<file path="config.mk">
export PLATFORM = sky130hd
export DESIGN_NAME = sfd_chan
export DESIGN_NICKNAME = d
export VERILOG_FILES = /design/src/rtl/core/sfd_pkg.sv /design/src/rtl/core/sfd_chan.sv
export SDC_FILE = /design/constraint.sdc
export NUM_CORES = 2
export LEC_CHECK = 0
export ABC_AREA = 1
export BUFFER_PORTS_ARGS = -buffer_cell sky130_fd_sc_hd__buf_2
export CAP_MARGIN = 15
export CORE_MARGIN = 2
export CORE_UTILIZATION = 60
export DETAILED_ROUTE_END_ITERATION = 12
export PLACE_DENSITY_LB_ADDON = 0.08
export SLEW_MARGIN = 30
export SYNTH_ARGS = -nofsm -noshare
export SYNTH_HDL_FRONTEND = slang
export SYNTH_SLANG_ARGS = --single-unit
</file>
<file path="constraint.sdc">
create_clock -name clk_i -period 13.7 [get_ports clk_i]
set_input_delay 0 -clock clk_i [delete_from_list [all_inputs] [get_ports clk_i]]
set_output_delay 0 -clock clk_i [all_outputs]
set_load 0.01 [all_outputs]
</file>
<file path="src/rtl/core/sfd_pkg.sv">
package sfd_pkg;

  localparam int RING_DEPTH  = 131072;
  localparam int SAMPLE_BITS = 24;

  localparam int ADDR_W  = $clog2(RING_DEPTH);
  localparam int LEN_W   = ADDR_W + 1;
  localparam int WORD_W  = 2 * SAMPLE_BITS;
  localparam int DATA_W  = ((WORD_W + 7) / 8) * 8;

  // Delay time is unsigned Q17.16 samples.
  localparam int DELAY_W = 33;
  localparam int FRAC_W  = 16;
  localparam int INT_W   = DELAY_W - FRAC_W;

  localparam int MIX_W   = 17;
  localparam int FB_W    = 16;
  localparam int RLEN_W  = 18;

  // One-pole smoother: step = round(|d| * 16777 / 2^24).
  localparam int COEF_W       = 15;
  localparam int SMOOTH_SHIFT = 24;
  localparam logic [COEF_W-1:0] SMOOTH_COEF = 15'd16777;

  localparam int CFG_IDX_W  = 2;
  localparam int CFG_DATA_W = DELAY_W;

  typedef logic [CFG_IDX_W-1:0] cfg_idx_t;

  localparam cfg_idx_t REG_DRY_WET  = 2'd0;
  localparam cfg_idx_t REG_FEEDBACK = 2'd1;
  localparam cfg_idx_t REG_TARGET   = 2'd2;
  localparam cfg_idx_t REG_RING_LEN = 2'd3;

  typedef logic signed [SAMPLE_BITS-1:0] sample_t;

  typedef struct packed {
    logic              we;
    logic              re;
    logic [ADDR_W-1:0] addr;
    logic [WORD_W-1:0] wdata;
  } ring_req_t;

  typedef struct packed {
    logic load_x;
    logic load_a;
    logic interp;
    logic mix;
  } chan_ctrl_t;

endpackage

</file>
<file path="src/rtl/core/sfd_chan.sv">
module sfd_chan (
  input  logic                        clk_i,
  input  logic                        rst_ni,
  input  sfd_pkg::chan_ctrl_t         ctrl_i,
  input  sfd_pkg::sample_t            x_i,
  input  sfd_pkg::sample_t            rd_i,
  input  logic [sfd_pkg::FRAC_W-1:0]  frac_i,
  input  logic [sfd_pkg::FB_W-1:0]    fb_gain_i,
  input  logic [sfd_pkg::MIX_W-1:0]   mix_gain_i,
  output sfd_pkg::sample_t            wr_o,
  output sfd_pkg::sample_t            y_o
);

  localparam int S     = sfd_pkg::SAMPLE_BITS;
  localparam int F     = sfd_pkg::FRAC_W;
  localparam int SAT_W = S + 8;
  localparam int IP_W  = S + F + 2;
  localparam int MX_W  = S + F + 4;
  localparam int FB_AW = S + F + 2;
  localparam int HALF  = 1 << (F - 1);

  function automatic sfd_pkg::sample_t sat(input logic signed [SAT_W-1:0] v);
    sfd_pkg::sample_t r;
    if (&v[SAT_W-1:S-1] || ~|v[SAT_W-1:S-1]) begin
      r = v[S-1:0];
    end else if (v[SAT_W-1]) begin
      r = {1'b1, {(S-1){1'b0}}};
    end else begin
      r = {1'b0, {(S-1){1'b1}}};
    end
    return r;
  endfunction

  sfd_pkg::sample_t x_q, a_q, dl_q, y_q, echo_q;
  sfd_pkg::sample_t dl_d, echo_d, y_d;

  logic signed [S:0]        ip_diff, mx_diff, wr_sum;
  logic signed [IP_W-1:0]   ip_acc;
  logic signed [MX_W-1:0]   mx_acc, mx_shift;
  logic signed [FB_AW-1:0]  fb_acc;

  // Interpolation as a + (b - a) * f keeps one multiplier in the path.
  always_comb begin
    ip_diff = (S+1)'(rd_i) - (S+1)'(a_q);
    ip_acc  = (IP_W'(a_q) <<< F)
            + IP_W'(ip_diff) * IP_W'($signed({1'b0, frac_i}))
            + IP_W'(HALF);
    dl_d    = ip_acc[F+S-1:F];
  end

  // Mix as d + (x - d) * g; the feedback product runs beside it.
  always_comb begin
    mx_diff  = (S+1)'(x_q) - (S+1)'(dl_q);
    mx_acc   = (MX_W'(dl_q) <<< F)
             + MX_W'(mx_diff) * MX_W'($signed({1'b0, mix_gain_i}))
             + MX_W'(HALF);
    mx_shift = mx_acc >>> F;
    y_d      = sat($signed(mx_shift[SAT_W-1:0]));
    fb_acc   = FB_AW'(dl_q) * FB_AW'($signed({1'b0, fb_gain_i})) + FB_AW'(HALF);
    echo_d   = fb_acc[F+S-1:F];
  end

  always_comb begin
    wr_sum = (S+1)'(x_q) + (S+1)'(echo_q);
    wr_o   = sat(SAT_W'(wr_sum));
  end

  always_ff @(posedge clk_i or negedge rst_ni) begin
    if (!rst_ni) begin
      echo_q <= '0;
    end else if (ctrl_i.mix) begin
      echo_q <= echo_d;
    end
  end

  always_ff @(posedge clk_i) begin
    if (ctrl_i.load_x) begin
      x_q <= x_i;
    end
    if (ctrl_i.load_a) begin
      a_q <= rd_i;
    end
    if (ctrl_i.interp) begin
      dl_q <= dl_d;
    end
    if (ctrl_i.mix) begin
      y_q <= y_d;
    end
  end

  assign y_o = y_q;

endmodule

</file>
-- Word-level counts from Yosys, hierarchy flattened
Cells that the tools add are included.
- multiply operators: 3
- reduce and logical (&&, ||, !) cells: 8
- $add $sub $neg: 8
- mux-type cells: 4
- operators by type and width (kind ; count):
    24-bit 2-to-1 mux ; 4
    40-bit by 17-bit adder with 40-bit output, second input constant ; 2
    24-bit by 24-bit subtractor with 25-bit output ; 2
    40-bit by 43-bit adder with 44-bit output ; 1
    44-bit by 17-bit adder with 44-bit output, second input constant ; 1
    25-bit by 18-bit multiplier with 43-bit output ; 1
    40-bit adder ; 1
    24-bit by 17-bit multiplier with 40-bit output ; 1
    25-bit by 17-bit multiplier with 40-bit output ; 1
    24-bit by 24-bit adder with 25-bit output ; 1
    5-bit AND reduction ; 1
    5-bit OR reduction ; 1
    1-bit zero test ; 2
    1-bit logical OR ; 2
    2-bit AND reduction ; 1
    2-bit OR reduction ; 1
- bits of input ports: 103
- flip-flop bits (word level): 120
- output and inout port bits: 48

-- Logic depth before layout (Yosys ltp)
- word-level depth: 8
- mapped depth: 46

-- Worst setup path before layout
OpenSTA, ideal clock, no wires.
- path kind: flip-flop to flip-flop
- start point: reg dl_q[15]
- end point: reg y_q[14], in the netlist y_o[14] (data pin)
- period minus slack after synthesis: 7756 ps
- buffers on the path: 3
- required time: 13448 ps
- arrival: 7504 ps
- path slack: 5944 ps
- stages on the path, launching flop included: 38
- setup time: 252 ps
- cell sequence: edfxtp_1 > clkbuf_1 > clkbuf_1 > inv_1 > ha_1 > a21oi_1 > o21ai_0 > a21oi_1 > nand3_2 > nand2_1 > nand3_1 > nand2_1 > nand2_2 > nor2_1 > inv_1 > fa_1 > fa_1 > inv_1 > [2 not listed] > fa_1 > inv_1 > fa_1 > inv_1 > fa_1 > inv_1 > ha_1 > nand2_1 > nor2_1 > nand2_1 > nor3_1 > nand3_1 > nand3_2 > xor2_4 > nand2_4 > buf_6 > nand2_2 > nand2_1
- longest elaborated chain between the ends: 8
- ends and longest elaborated chain (element ; RTL line ; text):
    from (decl) ; sfd_chan.sv:34 ; sfd_pkg::sample_t x_q, a_q, dl_q, y_q, echo_q;
    from (signal assigned) ; sfd_chan.sv:84 ; dl_q <= dl_d;
    24-bit by 24-bit subtractor with 25-bit output ; sfd_chan.sv:53 ; mx_diff = (S+1)'(x_q) - (S+1)'(dl_q);
    25-bit by 18-bit multiplier with 43-bit output ; sfd_chan.sv:55 ; + MX_W'(mx_diff) * MX_W'($signed({1'b0, mix_gain_i}))
    40-bit by 43-bit adder with 44-bit output * ; sfd_chan.sv:55 ;
    44-bit by 17-bit adder with 44-bit output * ; sfd_chan.sv:56 ; + MX_W'(HALF);
    5-bit OR reduction ; sfd_chan.sv:24 ; if (&v[SAT_W-1:S-1] || ~|v[SAT_W-1:S-1]) begin
    1-bit zero test ; sfd_chan.sv:24 ;
    1-bit logical OR ; sfd_chan.sv:24 ;
    24-bit 2-to-1 mux * ; sfd_chan.sv:24 ;
    net y_d[14] ; sfd_chan.sv:35 ; sfd_pkg::sample_t dl_d, echo_d, y_d;
    to (signal assigned) ; sfd_chan.sv:87 ; y_q <= y_d;
    to (decl) ; sfd_chan.sv:34 ;
The timed path passes the listed nets; every way through them passes the cells marked *.
A chain may end at the register's enable or synchronous reset.

-- Worst setup path after layout
- start point: reg dl_q[13]
- end point: reg y_q[0], in the netlist y_o[0] (data pin)
Same word-level chain as after synthesis.

==> flow_summary.rst <==
.. list-table::
   :header-rows: 1

   * - Metric
     - Value
   * - Unrepaired setup endpoints after global routing
     - no
   * - # hold bufs at CTS
     - 51
   * - Reg2Reg Depth
     - 37
   * - Vias per inst
     - 5.38
   * - Largest area contributor in the synthesized netlist
     - fa_1
   * - Detailed placer's ending HPWL
     - 136,000 µm
   * - Clock sink total
     - 120
   * - Post-Synth XOR/XNOR Area
     - 2.07%
   * - Number of failing hold endpoints at the final stage
     - 0
   * - First-pass GRT wire length
     - 254,000 µm
   * - Max Freq
     - 0.109 GHz
   * - Multiplexer area fraction after synthesis
     - 0%
   * - Number of H-tree levels
     - 4
   * - Yosys top cell area share
     - 45.0%
   * - Placer's final routability congestion estimate
     - 0.989
   * - Nets@finish
     - 8,646
   * - Synthesized area
     - 0.0546 mm²
   * - Port Buffers
     - 150
   * - Max-capacitance violation count
     - 0
   * - EDFF count, synth
     - 96
   * - Maximum number of pins on one net before global-route repair
     - 27
   * - Layout cells sized above 1
     - 5.21%
   * - Share of synthesized registers carrying an async set or reset
     - 20.0%
   * - Run status
     - complete, no violations
   * - Worst slew slack as a fraction of its limit
     - 33.9%
   * - Standard cell with the maximum stage delay on the critical path
     - edfxtp_1
   * - Pins Over Slew Limit
     - 0
   * - Std cell rows
     - 110
   * - Buffer levels on the longest clock path
     - 2
   * - Worst-path fanout max
     - 23
   * - Post-CTS setup repair buffer count
     - 0
   * - WL final
     - 158,000 µm
   * - Detailed router's first-iteration violation count
     - 3,244
   * - Synthesized area per cell
     - 7.98 µm²
   * - Clock tree root driver cell
     - clkbuf_16
   * - Source-to-sink clock delay at the later pin of the worst-skew pair
     - 0.53 ns
   * - Vias in the first global route
     - 46.5k
   * - Critical path data arrival time
     - 9.43 ns
   * - Drt first pass iters
     - 6
   * - GRT Util Overall
     - 35.4%
   * - Area growth from synthesis to final layout
     - 5.24%
   * - Overall die height
     - 306 µm
   * - Classification of the worst-slack hold path
     - in -> async
   * - Clock skew after layout
     - 0.0306 ns
   * - Largest family of logic cells by synthesized area
     - adder cells
   * - Least-Margin Pin Slew
     - 0.990 ns
   * - Setup crit start kind
     - flop
   * - Area fraction in and, or, nand and nor cells after synthesis
     - 18.3%
   * - Post-synthesis compound-gate area fraction
     - 3.98%
   * - Clock tree from TritonCTS
     - done
   * - Number of warnings printed during yosys synthesis
     - 0
   * - R2R setup slack
     - 4.53 ns
   * - Cells after Synth
     - 6,845
   * - Standard cell core area
     - 0.0901 mm²
   * - Biggest area contributors in the synthesized netlist
     - fa_1, inv_1, nand2_1
   * - Arithmetic-cell share of the synthesized area counting full adders, half adders and majority gates
     - 54.3%
   * - Critical path endpoint category
     - flop
   * - Final design instance area without fill
     - 0.0575 mm²
   * - Post-CTS resize count
     - 0
   * - Die boundary width
     - 306 µm
   * - FF-to-FF Start
     - dl_q[13]
   * - Proportion of synthesized chip area in sequential cells
     - 6.38%
   * - Remaining DRCs
     - 0
   * - Routed wire length per instance
     - 19.5 µm
   * - Total Neg Setup Slack
     - 0 ns
   * - Area enclosed by the die boundary
     - 0.0934 mm²
   * - Flip-flop cell with the highest count after synthesis
     - edfxtp_1
   * - TritonCTS buffer count
     - 17
   * - Clock slew seen by the registers of the worst setup and hold paths
     - 0.07 ns
   * - Initial core utilization
     - 60.6%
   * - Final clock period utilization by the worst path
     - 66.9%
   * - Final critical delay including setup and external delays
     - 9.17 ns
   * - Flip-flop and latch count after synthesis
     - 120
   * - Worst setup path class
     - reg -> reg
   * - Worst setup path end
     - y_o[0]
   * - Overall overflow remaining after global route
     - 0
   * - Routed via count
     - 43.6k
   * - Worst reg2reg path endpoint
     - y_o[0]
   * - Mapped Nets
     - 8,580
   * - Yosys cell types
     - 56
   * - Initial antenna violation count
     - 3
   * - Placed standard-cell area
     - 0.0563 mm²
   * - Setup violators final
     - 0
   * - Post-detailed-route count of antenna-violating nets
     - 0
   * - Worst endpoint required time
     - 13.97 ns
   * - Crit path from
     - dl_q[13]
   * - Boundary pin count
     - 151
   * - Largest stage delay, worst path
     - 0.83 ns
   * - Cell mode on critical path
     - nand2_1
worst max-delay path: cells and delay by family, from the launching register on:
family / cells / cell delay [ns]
buffers and inverters: 7 / 0.88
adder cells (fa/ha/maj): 8 / 4.17
AND/OR/NAND/NOR: 19 / 2.47
flip-flops: 1 / 0.83
AO/OA/AOI/OAI: 3 / 0.51
worst min-delay path by stage:
stage               from          to  slack (ns)  cells after the start
3_3_place_gp      rst_ni  echo_q[14]        0.02                      1
3_5_place_dp      rst_ni  echo_q[12]        0.03                      1
4_1_cts        ctrl_i[3]     x_q[15]        0.02                      1
2_1_floorplan     rst_ni   echo_q[0]       -0.30                      0
6_report          rst_ni  echo_q[21]        0.03                      2
5_1_grt        ctrl_i[3]     x_q[21]        0.05                      1
stage by stage:
step	setup WS [ns]	util [%]	hold slack (ns)	cells
floorplan	5.94	-	-0.296	6845
finish	4.53	63.7	0.0280	8102
detailed placement	4.62	62.5	0.0282	8017
global placement	4.81	62.5	0.0189	8017
global route	3.89	63.7	0.0508	8100
CTS	4.57	63.7	0.0224	8099
synthesized netlist by cell type (27+ instances only):
library cell,number
inv_1,1943
nand2_1,1401
fa_1,1227
nor2_1,609
ha_1,405
nand3_1,200
a21oi_1,181
clkbuf_1,163
edfxtp_1,96
o21ai_0,77
or2_2,69
xor2_1,55
xnor2_1,54
nor3_1,33
a21o_1,27
final cells by class:
cell class	count	area (µm²)
well taps	1176	1470
repair buffers	239	1550
clock inverters	14	175
fillers	8172	32700
diodes	3	7.51
flip-flops and latches	120	3480
inverters	1972	7400
clock buffers	17	425
multi-input cells	4561	42900
registers in the layout, summed over array words and instances (netlist names):
| name | cells |
|---|---|
| echo_q | 24 |
| y_o | 24 |
| x_q | 24 |
| a_q | 24 |
| dl_q | 24 |
layout by cell type (no fill, tap or decap), types with 9 or more instances in the layout:
master and instances:
xor2_1 55, nand2_1 1401, edfxtp_1 96, o21ai_0 77, nand3_1 200, inv_2 12, ha_1 405, or2_1 21
dlygate4sd3_1 51, nor2_1 609, and3_1 9, nand2_2 20, buf_4 38, inv_1 1943, nand3b_1 15, nor3_1 33
o21bai_1 22, a21oi_1 181, xnor2_1 51, o21ai_1 9, fa_1 1227, or2_2 69, a31oi_1 23, clkinv_1 17
dfrtp_1 24, o21a_1 10, a21o_1 27, nand4_1 26, buf_2 150, clkbuf_16 17
logic make-up (layout without fill, tap and decap cells):
family | count (synthesis) | in the layout
adders and majority gates | 1632 | 1632
buffers and inverters | 2164 | 2242
xor gates and xnor gates | 119 | 119
DFF | 120 | 120
AOI/OAI and AO/OA | 379 | 379
other | 0 | 3
and+or+nand+nor | 2431 | 2431
per-layer routing:
metal	wire length, µm	share of wire (%)	up-vias	global-route usage, %
li1	-	-	19900	-
met1	65100	41	21700	46.9
met2	74800	47	1658	58.5
met3	11800	7.4	358	5.67
met4	6710	4.2	0	13.8
met5	0	0	-	0
Power is not shown: default switching activity piles up to over one toggle a cycle in this logic, so the estimate is an artifact.
