<file path="config.mk">
export PLATFORM = sky130hd
export DESIGN_NAME = sfd_rem
export DESIGN_NICKNAME = d
export VERILOG_FILES = /design/src/rtl/core/sfd_pkg.sv /design/src/rtl/core/sfd_rem.sv
export SDC_FILE = /design/constraint.sdc
export NUM_CORES = 1
export LEC_CHECK = 0
export ABC_AREA = 1
export ABC_CLOCK_PERIOD_IN_PS = 5700
export BUFFER_PORTS_ARGS = -buffer_cell sky130_fd_sc_hd__clkbuf_2
export CAP_MARGIN = 20
export CORE_UTILIZATION = 60
export DETAILED_ROUTE_END_ITERATION = 12
export PLACE_DENSITY = 0.86
export SYNTH_ARGS = -nofsm -noshare
export SYNTH_HDL_FRONTEND = slang
export SYNTH_SLANG_ARGS = --single-unit
</file>
<file path="constraint.sdc">
create_clock -name clk_i -period 5.7 [get_ports clk_i]
set_input_delay 1.14 -clock clk_i [delete_from_list [all_inputs] [get_ports clk_i]]
set_output_delay 1.14 -clock clk_i [all_outputs]
set_load 0.005 [all_outputs]
</file>
<file path="src/rtl/core/sfd_pkg.sv">
package sfd_pkg;

  localparam int RING_DEPTH  = 131072;
  localparam int SAMPLE_BITS = 24;

  localparam int ADDR_W  = $clog2(RING_DEPTH);
  localparam int LEN_W   = ADDR_W + 1;
  localparam int WORD_W  = 2 * SAMPLE_BITS;
  localparam int DATA_W  = ((WORD_W + 7) / 8) * 8;

  // Delay time is unsigned Q17.16 samples.
  localparam int DELAY_W = 33;
  localparam int FRAC_W  = 16;
  localparam int INT_W   = DELAY_W - FRAC_W;

  localparam int MIX_W   = 17;
  localparam int FB_W    = 16;
  localparam int RLEN_W  = 18;

  // One-pole smoother: step = round(|d| * 16777 / 2^24).
  localparam int COEF_W       = 15;
  localparam int SMOOTH_SHIFT = 24;
  localparam logic [COEF_W-1:0] SMOOTH_COEF = 15'd16777;

  localparam int CFG_IDX_W  = 2;
  localparam int CFG_DATA_W = DELAY_W;

  typedef logic [CFG_IDX_W-1:0] cfg_idx_t;

  localparam cfg_idx_t REG_DRY_WET  = 2'd0;
  localparam cfg_idx_t REG_FEEDBACK = 2'd1;
  localparam cfg_idx_t REG_TARGET   = 2'd2;
  localparam cfg_idx_t REG_RING_LEN = 2'd3;

  typedef logic signed [SAMPLE_BITS-1:0] sample_t;

  typedef struct packed {
    logic              we;
    logic              re;
    logic [ADDR_W-1:0] addr;
    logic [WORD_W-1:0] wdata;
  } ring_req_t;

  typedef struct packed {
    logic load_x;
    logic load_a;
    logic interp;
    logic mix;
  } chan_ctrl_t;

endpackage

</file>
<file path="src/rtl/core/sfd_rem.sv">
module sfd_rem (
  input  logic                        clk_i,
  input  logic                        rst_ni,
  input  logic                        start_i,
  input  logic [sfd_pkg::INT_W-1:0]   num_i,
  input  logic [sfd_pkg::LEN_W-1:0]   den_i,
  output logic                        done_o,
  output logic [sfd_pkg::ADDR_W-1:0]  rem_o
);

  localparam int CNT_W = $clog2(sfd_pkg::INT_W);

  logic                        busy_q, busy_d;
  logic                        done_q, done_d;
  logic [CNT_W-1:0]            cnt_q, cnt_d;
  logic [sfd_pkg::INT_W-1:0]   num_q, num_d;
  logic [sfd_pkg::ADDR_W-1:0]  rem_q, rem_d;
  logic [sfd_pkg::LEN_W-1:0]   trial;

  // Restoring remainder, one dividend bit per cycle. The remainder stays
  // below the divisor, so it always fits the ring address width.
  always_comb begin
    busy_d = busy_q;
    done_d = 1'b0;
    cnt_d  = cnt_q;
    num_d  = num_q;
    rem_d  = rem_q;
    trial  = {rem_q, num_q[sfd_pkg::INT_W-1]};
    if (start_i) begin
      busy_d = 1'b1;
      cnt_d  = '0;
      num_d  = num_i;
      rem_d  = '0;
    end else if (busy_q) begin
      num_d = {num_q[sfd_pkg::INT_W-2:0], 1'b0};
      if (trial >= den_i) begin
        rem_d = sfd_pkg::ADDR_W'(trial - den_i);
      end else begin
        rem_d = trial[sfd_pkg::ADDR_W-1:0];
      end
      cnt_d = cnt_q + 1'b1;
      if (cnt_q == CNT_W'(sfd_pkg::INT_W - 1)) begin
        busy_d = 1'b0;
        done_d = 1'b1;
      end
    end
  end

  always_ff @(posedge clk_i or negedge rst_ni) begin
    if (!rst_ni) begin
      busy_q <= 1'b0;
      done_q <= 1'b0;
      cnt_q  <= '0;
    end else begin
      busy_q <= busy_d;
      done_q <= done_d;
      cnt_q  <= cnt_d;
    end
  end

  always_ff @(posedge clk_i) begin
    num_q <= num_d;
    rem_q <= rem_d;
  end

  assign done_o = done_q;
  assign rem_o  = rem_q;

endmodule

</file>
# [After elaboration in Yosys (flattened, before gate mapping)]
# Index checks and enable logic that the tools add are counted.
[totals] out_inout_bits=18 word_cells=21 input_bits=38 regBits=41
[op_classes] mux=11 n_addsub=2 n_lt_le_gt_ge=1 n_eq_ne=1 n_reduce_logical=1
[op_table] op="17-bit 2-to-1 mux" n=3
[op_table] op="18-bit >= comparator" n=1
[op_table] op="17-bit subtractor" n=1
[op_table] op="5-bit 2-to-1 mux" n=2
[op_table] op="1-bit 2-to-1 mux" n=6
[op_table] op="5-bit by 1-bit adder with 5-bit output (second input constant)" n=1
[op_table] op="5-bit == test (second input constant)" n=1
[op_table] op="2-bit nonzero test" n=1

# [Logic depth before layout (Yosys ltp)]
# Gate-level depths: netlist of run 1.
[logic_depth] word_depth=4 ltp_mapped=14 ltp_nobuf=14

# [Worst setup path after synthesis of run 1]
# No wires, ideal clock.
[synth_timing] kind="input -> register" from="in den_i[13] (netlist name)" to="reg rem_q, in the netlist rem_o[3]" required_ps=5569 path_buffers=1 t_arrival_ps=2432 path_slack_ps=3137 cell_stages=13 setup_ps=131 path_cell_list="inv_1 -> ha_1 -> nand2_2 -> inv_2 -> nand2_2 -> nand2_2 -> nand2_2 -> nand2_2 -> nor2_4 -> buf_4 -> nand3_1 -> nand3_1 -> o21ai_1"
[synth_between] elab_chain_len=2
[synth_rtl] element="start, declared" line_no="sfd_rem.sv:6" source="input logic [sfd_pkg::LEN_W-1:0] den_i,"
[synth_rtl] element="18-bit >= comparator" line_no="sfd_rem.sv:36" source="if (trial >= den_i) begin"
[synth_rtl] element="17-bit 2-to-1 mux" line_no="sfd_rem.sv:36"
[synth_rtl] element="end signal, assigned" line_no="sfd_rem.sv:63" source="rem_q <= rem_d;"
[synth_rtl] element="end, declared" line_no="sfd_rem.sv:17" source="logic [sfd_pkg::ADDR_W-1:0] rem_q, rem_d;"
# No other way between the ends.
# A chain may end at the register's enable or synchronous reset.

# [Worst setup path in the final report of run 1]
[layout_timing] from="in den_i[15] (netlist name)" to="reg rem_q, in the netlist rem_o[5]"
# The elaborated chain is that of the path after synthesis.

==> summary.json, run 1 <==
{
  "place.port_buffers": {"value": 55},
  "postSynthCellCount": {"value": 456},
  "synthDistinctLibCells": {"value": 35},
  "setup.worst_path.class": {"value": "in2reg"},
  "gr-total-overflow": {"value": 0},
  "dieArea": {"value": 0.005497, "unit": "sq mm"},
  "achievable-frequency": {"value": 347.8, "unit": "MHz"},
  "max-slew-margin-rel": {"value": 43.55, "unit": "%"},
  "worstHoldPathType": {"value": "reg2reg"},
  "layout.filler_cells": {"value": 421},
  "rsz0062_at_grt": {"value": "no"},
  "synth-seq-cells": {"value": 41},
  "post_layout_nonfiller_instances": {"value": 578},
  "grt_util_all_layers": {"value": 27.64, "unit": "%"},
  "clk_slew_on_worst_s_h_paths": {"value": 0.08, "unit": "ns"},
  "cts_root_buffer": {"value": "sky130_fd_sc_hd__clkbuf_8"},
  "rows": {"value": 25},
  "dieHeight": {"value": 74.15, "unit": "microns"},
  "design.final.nets": {"value": 569},
  "syn-cell-area": {"value": 0.003123, "unit": "sq mm"},
  "fin_tns_setup": {"value": 0, "unit": "ns"},
  "cts-root-to-sink-buffers": {"value": 2},
  "finalSetupViolations": {"value": 0},
  "final_common_cell": {"value": "sky130_fd_sc_hd__nand2_1"},
  "drtIter0Drc": {"value": 194},
  "grt_antenna_before_repair": {"value": 0},
  "core_region_area": {"value": 0.004880, "unit": "sq mm"},
  "vias_per_cell": {"value": 5.087},
  "dr_total_vias": {"value": 2940},
  "end_kind": {"value": "register"},
  "dpl.cell_count": {"value": 570},
  "async_reset_ff_share": {"value": 17.07, "unit": "%"},
  "wirelength": {"value": 6.957, "unit": "mm"},
  "drive_gt1_share": {"value": 20.16, "unit": "%"},
  "via_count_of_the_first_global_routing_pass": {"value": 2708},
  "final.period_utilization": {"value": 50.44, "unit": "%"},
  "critical_path.max_stage_delay": {"value": 0.43, "unit": "ns"},
  "gp_congestion": {"value": 0.8417},
  "ctsHoldBuffers": {"value": 0},
  "critPathBufInv": {"value": 2},
  "pre_antenna_drt_iters": {"value": 5},
  "layout_common_cells": {"value": "165 x sky130_fd_sc_hd__nand2_1, 80 x sky130_fd_sc_hd__inv_1, 55 x sky130_fd_sc_hd__clkbuf_2, 37 x sky130_fd_sc_hd__nand3_1, 20 x sky130_fd_sc_hd__ha_1"},
  "report.power.total": {"value": 0.8727, "unit": "mW"},
  "crit_arrival": {"value": 3.08, "unit": "ns"},
  "clock-skew-final": {"value": 0.007258, "unit": "ns"},
  "worst_slack": {"value": 2.825, "unit": "ns"},
  "tightestPinTransition": {"value": 0.8458, "unit": "ns"},
  "clock_latency": {"value": 0.30, "unit": "ns"},
  "worst_path_dominant_cell_family": {"value": "simple AND/OR/NAND/NOR gates"},
  "grt_start_max_net_pins": {"value": 27},
  "global_route_wire_length_before_repair": {"value": 11.60, "unit": "mm"},
  "peakVddDrop": {"value": 0.1812, "unit": "mV"},
  "synth.yosys.seq_area_share": {"value": 32.85, "unit": "%"},
  "synthesis.yosys.warnings": {"value": 0},
  "maxCapViolations": {"value": 0},
  "final_area": {"value": 0.003547, "unit": "sq mm"},
  "hp-start": {"value": "rem_o[16]$_SDFFE_PP0P_"},
  "synth_ff_type": {"value": "sky130_fd_sc_hd__edfxtp_1"},
  "postSynthAreaPerCell": {"value": 6.849, "unit": "sq um"},
  "timing.final.crit_period": {"value": 2.875, "unit": "ns"},
  "worst_setup_path_startpoint": {"value": "den_i[15]"},
  "start_util": {"value": 64.00, "unit": "%"},
  "antenna-diode-count": {"value": 0},
  "report.final.slew_viol_count": {"value": 0},
  "cp_cell_sequence": {"value": "clkbuf_2, inv_1, ha_1, a21oi_2, nor2_1, nor2_2, nand2_2, nor2_4, nand2_4, nand2_1, nand3_1, o21ai_0"},
  "worst_hold_margin": {"value": 0.4765, "unit": "ns"},
  "critical-path-slowest-cell": {"value": "sky130_fd_sc_hd__nor2_4"},
  "postSynthNetCount": {"value": 515},
  "postRouteAntennaNets": {"value": 0},
  "power_density": {"value": 246.0, "unit": "mW/mm^2"},
  "drc": {"value": 0},
  "total_cell_area_at_the_placement_stage": {"value": 0.003427, "unit": "sq mm"},
  "tritoncts_buffer_count": {"value": 5},
  "cts.repair.resized": {"value": 0},
  "synth_edf_count": {"value": 17},
  "detailedPlace.worstSlack": {"value": 2.581, "unit": "ns"},
  "die_width": {"value": 74.15, "unit": "microns"},
  "finish.utilization": {"value": 72.69, "unit": "%"},
  "status": {"value": "complete, no violations"},
  "cellLeakagePower": {"value": 2.065, "unit": "nW"},
  "num_io_pins": {"value": 56},
  "dp_hpwl": {"value": 5.065, "unit": "mm"},
  "worstPathMaxFanout": {"value": 19},
  "final-hold-violation-count": {"value": 0},
  "start_kind": {"value": "primary input"},
  "clk_sinks": {"value": 41},
  "crit_required": {"value": 5.90, "unit": "ns"},
  "wl_per_cell": {"value": 12.04, "unit": "microns"},
  "clock_tree_from_tritoncts": {"value": "yes"},
  "layout-area-overhead-vs-synth": {"value": 13.58, "unit": "%"},
  "critical_path.reg2reg.startpoint": {"value": "rem_o[14]$_SDFFE_PP0P_"},
  "cts_post_setup_buffers_inserted": {"value": 0},
  "h_tree_levels": {"value": 2}
}
power by group:
part	leakage, nW	total (mW)	internal [mW]	switching [mW]
clock network	0.0574	0.250	0.142	0.107
logic	1.59	0.270	0.102	0.167
registers	0.415	0.353	0.334	0.0193
total	2.07	0.873	0.579	0.294
flip-flops by register name, summed over array words and instances, names as in the netlist:
signal and flops:
cnt_q 5, num_q 17, busy_q 1, rem_o 17
done_o 1
worst min-delay path, cell delays in order, from the launching register on:
cell                      delay [ns]
sky130_fd_sc_hd__dfxtp_1        0.33
sky130_fd_sc_hd__nand2_1        0.06
sky130_fd_sc_hd__nand2_1        0.04
path summary, 6_finish.rpt:
kind                                          end  slack, ns  depth (start not counted)
setup / recovery            rem_o[5]$_SDFFE_PP0P_       2.83                         12
setup reg to reg            rem_o[5]$_SDFFE_PP0P_       3.41                         10
hold / removal             rem_o[16]$_SDFFE_PP0P_       0.48                          2
min in group asynchronous    cnt_q[4]$_DFFE_PN0P_       0.66                          1
max in group asynchronous    cnt_q[3]$_DFFE_PN0P_       4.88                          1
hold reg to reg            rem_o[16]$_SDFFE_PP0P_       0.48                          2
per-layer routing:
layer  share of wire (%)  GRT usage [%]  wire (microns)  vias to the layer above
met5                   0              0               0                        -
met4                 1.4          9.188              96                        0
met3                 6.6          4.065             461                       11
met2                  45          46.57            3146                      114
met1                  47          36.49            3253                     1289
li1                    -              -               -                     1526
cell families (layout without fill, tap and decap cells):
kind of cell	Yosys count	in the layout	synth area share, %
AO/OA/AOI/OAI	27	27	4.527
XOR/XNOR	7	7	1.963
adder cells (fa/ha/maj)	21	21	8.654
buffers and inverters	94	149	12.10
flip-flops	41	41	32.85
AND/OR/NAND/NOR	266	266	39.90
synth_stat cells, types with 2 or more instances:
cell type	instances	area share (%)
sky130_fd_sc_hd__xnor2_1	5	1.4
sky130_fd_sc_hd__inv_1	80	9.6
sky130_fd_sc_hd__o21ai_1	2	0.32
sky130_fd_sc_hd__xor2_1	2	0.56
sky130_fd_sc_hd__nand2_1	165	20
sky130_fd_sc_hd__nor2_4	2	0.72
sky130_fd_sc_hd__nor2_1	15	1.8
sky130_fd_sc_hd__buf_4	2	0.48
sky130_fd_sc_hd__nand3_1	37	5.9
sky130_fd_sc_hd__nand3b_1	7	1.7
sky130_fd_sc_hd__nand2_4	2	0.72
sky130_fd_sc_hd__nand4_1	3	0.60
sky130_fd_sc_hd__clkbuf_1	3	0.36
sky130_fd_sc_hd__a21oi_1	12	1.9
sky130_fd_sc_hd__dfrtp_1	7	5.6
sky130_fd_sc_hd__ha_1	20	8.0
sky130_fd_sc_hd__nor3_1	4	0.64
sky130_fd_sc_hd__o21ai_0	11	1.8
sky130_fd_sc_hd__nand3_2	11	3.5
sky130_fd_sc_hd__nor2_2	4	0.80
sky130_fd_sc_hd__dfxtp_1	17	11
sky130_fd_sc_hd__edfxtp_1	17	16
sky130_fd_sc_hd__nand2_2	12	2.4
sky130_fd_sc_hd__inv_2	5	0.60
area by class of cell:
cell class / count / area [sq um] / area share (%)
multi-input combinational: 321 / 1719 / 48.47
sequential: 41 / 1026 / 28.92
inverter: 86 / 322.8 / 9.101
timing repair buffer: 55 / 275.3 / 7.760
tap: 67 / 83.83 / 2.363
clock buffer: 6 / 82.58 / 2.328
clock inverter: 2 / 37.54 / 1.058
No activity file was read; power rests on OpenSTA's default activity.
==> run 2, diff against run 1 <==
--- a/config.mk
+++ b/config.mk
@@ -6,12 +6,12 @@
 export NUM_CORES = 1
 export LEC_CHECK = 0
 export ABC_AREA = 1
-export ABC_CLOCK_PERIOD_IN_PS = 5700
+export ABC_CLOCK_PERIOD_IN_PS = 2700
 export BUFFER_PORTS_ARGS = -buffer_cell sky130_fd_sc_hd__clkbuf_2
 export CAP_MARGIN = 20
-export CORE_UTILIZATION = 60
+export CORE_UTILIZATION = 57
 export DETAILED_ROUTE_END_ITERATION = 12
-export PLACE_DENSITY = 0.86
+export PLACE_DENSITY = 0.82
 export SYNTH_ARGS = -nofsm -noshare
 export SYNTH_HDL_FRONTEND = slang
 export SYNTH_SLANG_ARGS = --single-unit
==> constraint.sdc (replaced) <==
create_clock -name clk_i -period 2.7 [get_ports clk_i]
set_input_delay 0.54 -clock clk_i [delete_from_list [all_inputs] [get_ports clk_i]]
set_output_delay 0.54 -clock clk_i [all_outputs]
set_load 0.005 [all_outputs]
==> run 2 against run 1 <==
  * Worst setup slack got worse by 2.3 ns
  * Cell count rose by 1.2%
  * Clock power rose by 110%
  * Sequential power rose by 110%
  * First-iteration DRC count rose by 7.2%
  * Hold slack got worse by 0.41 ns
  * Die area rose by 5.1%
  * Critical endpoint is now rem_o[6]$_SDFFE_PP0P_
  * Largest cell class unchanged
==> summary.json, run 2 (same netlist as run 1, synthesis figures left out) <==
{
  "status": {"value": "complete, no violations"},
  "critical-path-slowest-cell": {"value": "sky130_fd_sc_hd__fa_1"},
  "via_count_of_the_first_global_routing_pass": {"value": 2844, "change": "+5.0%"},
  "maxCapViolations": {"value": 0, "change": "unchanged"},
  "postRouteAntennaNets": {"value": 0, "change": "unchanged"},
  "tightestPinTransition": {"value": 0.5888, "unit": "ns", "change": "-0.2570 ns"},
  "dieArea": {"value": 0.005779, "unit": "sq mm", "change": "+5.1%"},
  "peakVddDrop": {"value": 0.4685, "unit": "mV", "change": "+160%"},
  "dp_hpwl": {"value": 5.625, "unit": "mm", "change": "+11%"},
  "layout.filler_cells": {"value": 462, "change": "+9.7%"},
  "worst_path_dominant_cell_family": {"value": "simple AND/OR/NAND/NOR gates"},
  "cellLeakagePower": {"value": 2.084, "unit": "nW", "change": "+0.90%"},
  "rsz0062_at_grt": {"value": "no"},
  "report.power.total": {"value": 1.844, "unit": "mW", "change": "+110%"},
  "timing.final.crit_period": {"value": 2.176, "unit": "ns"},
  "p_switching": {"value": 0.6198, "unit": "mW", "change": "+110%"},
  "max-slew-margin-rel": {"value": 60.70, "unit": "%", "change": "+17 points"},
  "start_kind": {"value": "register"},
  "global_route_wire_length_before_repair": {"value": 12.52, "unit": "mm", "change": "+8.0%"},
  "comb_power_share": {"value": 31.4, "unit": "%", "change": "+0.5 points"},
  "h_tree_levels": {"value": 2, "change": "unchanged"},
  "power.internal": {"value": 1.224, "unit": "mW", "change": "+110%"},
  "report.final.slew_viol_count": {"value": 0, "change": "unchanged"},
  "clk_slew_on_worst_s_h_paths": {"value": 0.08, "unit": "ns", "change": "about the same"},
  "clk_sinks": {"value": 41, "change": "unchanged"},
  "achievable-frequency": {"value": 459.6, "unit": "MHz"},
  "dr_total_vias": {"value": 3017, "change": "+2.6%"},
  "crit_arrival": {"value": 2.38, "unit": "ns", "change": "-0.70 ns"},
  "gp_congestion": {"value": 0.9231, "change": "+9.7%"},
  "rows": {"value": 26, "change": "+4.0%"},
  "wl_per_cell": {"value": 12.40, "unit": "microns", "change": "+3.0%"},
  "critPathBufInv": {"value": 2, "change": "unchanged"},
  "drc": {"value": 0, "change": "unchanged"},
  "grt_util_all_layers": {"value": 26.74, "unit": "%", "change": "-0.90 points"},
  "clock_tree_from_tritoncts": {"value": "yes"},
  "layout-area-overhead-vs-synth": {"value": 14.66, "unit": "%"},
  "final_common_cell": {"value": "sky130_fd_sc_hd__nand2_1"},
  "tritoncts_buffer_count": {"value": 5, "change": "unchanged"},
  "worstHoldPathType": {"value": "in2async"},
  "cts-root-to-sink-buffers": {"value": 2, "change": "unchanged"},
  "detailedPlace.worstSlack": {"value": 0.3732, "unit": "ns", "change": "-2.208 ns"},
  "clock_latency": {"value": 0.30, "unit": "ns", "change": "about the same"},
  "final-hold-violation-count": {"value": 0, "change": "unchanged"},
  "pre_antenna_drt_iters": {"value": 5, "change": "unchanged"},
  "clock-skew-final": {"value": 0.006335, "unit": "ns", "change": "-0.0009231 ns"},
  "fin_tns_setup": {"value": 0, "unit": "ns", "change": "unchanged"},
  "critical_path.max_stage_delay": {"value": 0.44, "unit": "ns", "change": "about the same"},
  "cts.repair.resized": {"value": 0, "change": "unchanged"},
  "switching_share": {"value": 33.61, "unit": "%", "change": "-0.081 points"},
  "crit_required": {"value": 2.90, "unit": "ns", "change": "-3.00 ns"},
  "cts_post_setup_buffers_inserted": {"value": 0, "change": "unchanged"},
  "rrSetupSlack": {"value": 0.52, "unit": "ns", "change": "-2.89 ns"},
  "vias_per_cell": {"value": 5.157, "change": "+1.4%"},
  "layout_common_cells": {"value": "165 x sky130_fd_sc_hd__nand2_1, 80 x sky130_fd_sc_hd__inv_1, 55 x sky130_fd_sc_hd__clkbuf_2, 37 x sky130_fd_sc_hd__nand3_1, 20 x sky130_fd_sc_hd__ha_1"},
  "dieHeight": {"value": 76.02, "unit": "microns", "change": "+2.5%"},
  "start_util": {"value": 60.00, "unit": "%", "change": "-4.0 points"},
  "worst_slack": {"value": 0.5242, "unit": "ns", "change": "-2.301 ns"},
  "drive_gt1_share": {"value": 20.78, "unit": "%", "change": "+0.62 points"},
  "worstPathMaxFanout": {"value": 19, "change": "unchanged"},
  "worst_hold_margin": {"value": 0.06506, "unit": "ns", "change": "-0.4114 ns"},
  "wirelength": {"value": 7.255, "unit": "mm", "change": "+4.3%"},
  "r2r_cells": {"value": 11, "change": "+1"},
  "drtIter0Drc": {"value": 208, "change": "+7.2%"},
  "r2r_end": {"value": "rem_o[6]$_SDFFE_PP0P_"},
  "final.period_utilization": {"value": 80.58, "unit": "%"},
  "critical_path.reg2reg.startpoint": {"value": "num_q[16]$_DFFE_PP_"},
  "power_density": {"value": 515.0, "unit": "mW/mm^2", "change": "+110%"},
  "cp_cell_sequence": {"value": "inv_1, ha_1, inv_1, fa_1, nand3_1, nand3_2, nand2_4, nand2_4, nand2_1, nand3_1, o21ai_0"},
  "place.port_buffers": {"value": 55, "change": "unchanged"},
  "grt_antenna_before_repair": {"value": 0, "change": "unchanged"},
  "die_width": {"value": 76.02, "unit": "microns", "change": "+2.5%"},
  "gr-total-overflow": {"value": 0, "change": "unchanged"},
  "design.final.nets": {"value": 573, "change": "+0.70%"},
  "ctsHoldBuffers": {"value": 0, "change": "unchanged"},
  "cts_root_buffer": {"value": "sky130_fd_sc_hd__clkbuf_8"},
  "finalSetupViolations": {"value": 0, "change": "unchanged"},
  "core_region_area": {"value": 0.005205, "unit": "sq mm", "change": "+6.7%"},
  "finish.utilization": {"value": 68.80, "unit": "%", "change": "-3.9 points"},
  "power.clock.fraction": {"value": 28.2, "unit": "%", "change": "-0.4 points"},
  "end_kind": {"value": "register"},
  "grt_start_max_net_pins": {"value": 23, "change": "-15%"},
  "setup.worst_path.class": {"value": "reg2reg"},
  "num_io_pins": {"value": 56, "change": "unchanged"},
  "power.share.sequential": {"value": 40.4, "unit": "%", "change": "about the same"},
  "antenna-diode-count": {"value": 0, "change": "unchanged"}
}
## run 2: changes by cell type in the layout (fill, tap and decap cells not counted)
cell / before / now
sky130_fd_sc_hd__buf_4: 0 / 4
## run 2: power groups by stage
stage / sequential (mW) / combinational [mW] / clock [mW]
floorplan: 0.750 / 0.422 / 0
global placement: 0.758 / 0.554 / 0
detailed placement: 0.760 / 0.569 / 0
CTS: 0.746 / 0.574 / 0.523
global route: 0.753 / 0.654 / 0.545
finish: 0.746 / 0.579 / 0.519
## run 2: how the worst max path moves through the flow
| stage | start | to | slack, ns | cells after the start |
|---|---|---|---|---|
| finish | num_q[16]$_DFFE_PP_ | rem_o[6]$_SDFFE_PP0P_ | 0.52 | 11 |
| global route | num_q[16]$_DFFE_PP_ | rem_o[4]$_SDFFE_PP0P_ | 0.41 | 11 |
| CTS | num_q[16]$_DFFE_PP_ | rem_o[6]$_SDFFE_PP0P_ | 0.55 | 11 |
| detailed placement | den_i[6] | rem_o[6]$_SDFFE_PP0P_ | 0.37 | 12 |
| global placement | den_i[13] | rem_o[6]$_SDFFE_PP0P_ | 0.46 | 12 |
| floorplan | den_i[13] | rem_o[3]$_SDFFE_PP0P_ | 0.74 | 13 |
## run 2: final cells by class
cell class	instances	area (sq um)	area share (%)
clock buffer	6	82.58	2.306
clock inverter	2	37.54	1.048
inverter	86	322.8	9.015
multi-input combinational	321	1719	48.01
sequential	41	1026	28.65
tap	70	87.58	2.446
timing repair buffer	59	305.3	8.526
## run 2: through the flow
step	instance area, sq um	instances
CTS	3581	585
finish	3581	585
global route	3581	585
detailed placement	3461	577
global placement	3461	577
floorplan	3123	456
## run 2: routing by layer
metal	GRT usage, %	wire length (microns)	share of wire [%]
met1	35.82	3231	45
met2	44.00	3458	48
met3	4.551	441	6.1
met4	8.846	124	1.7
met5	0	0	0
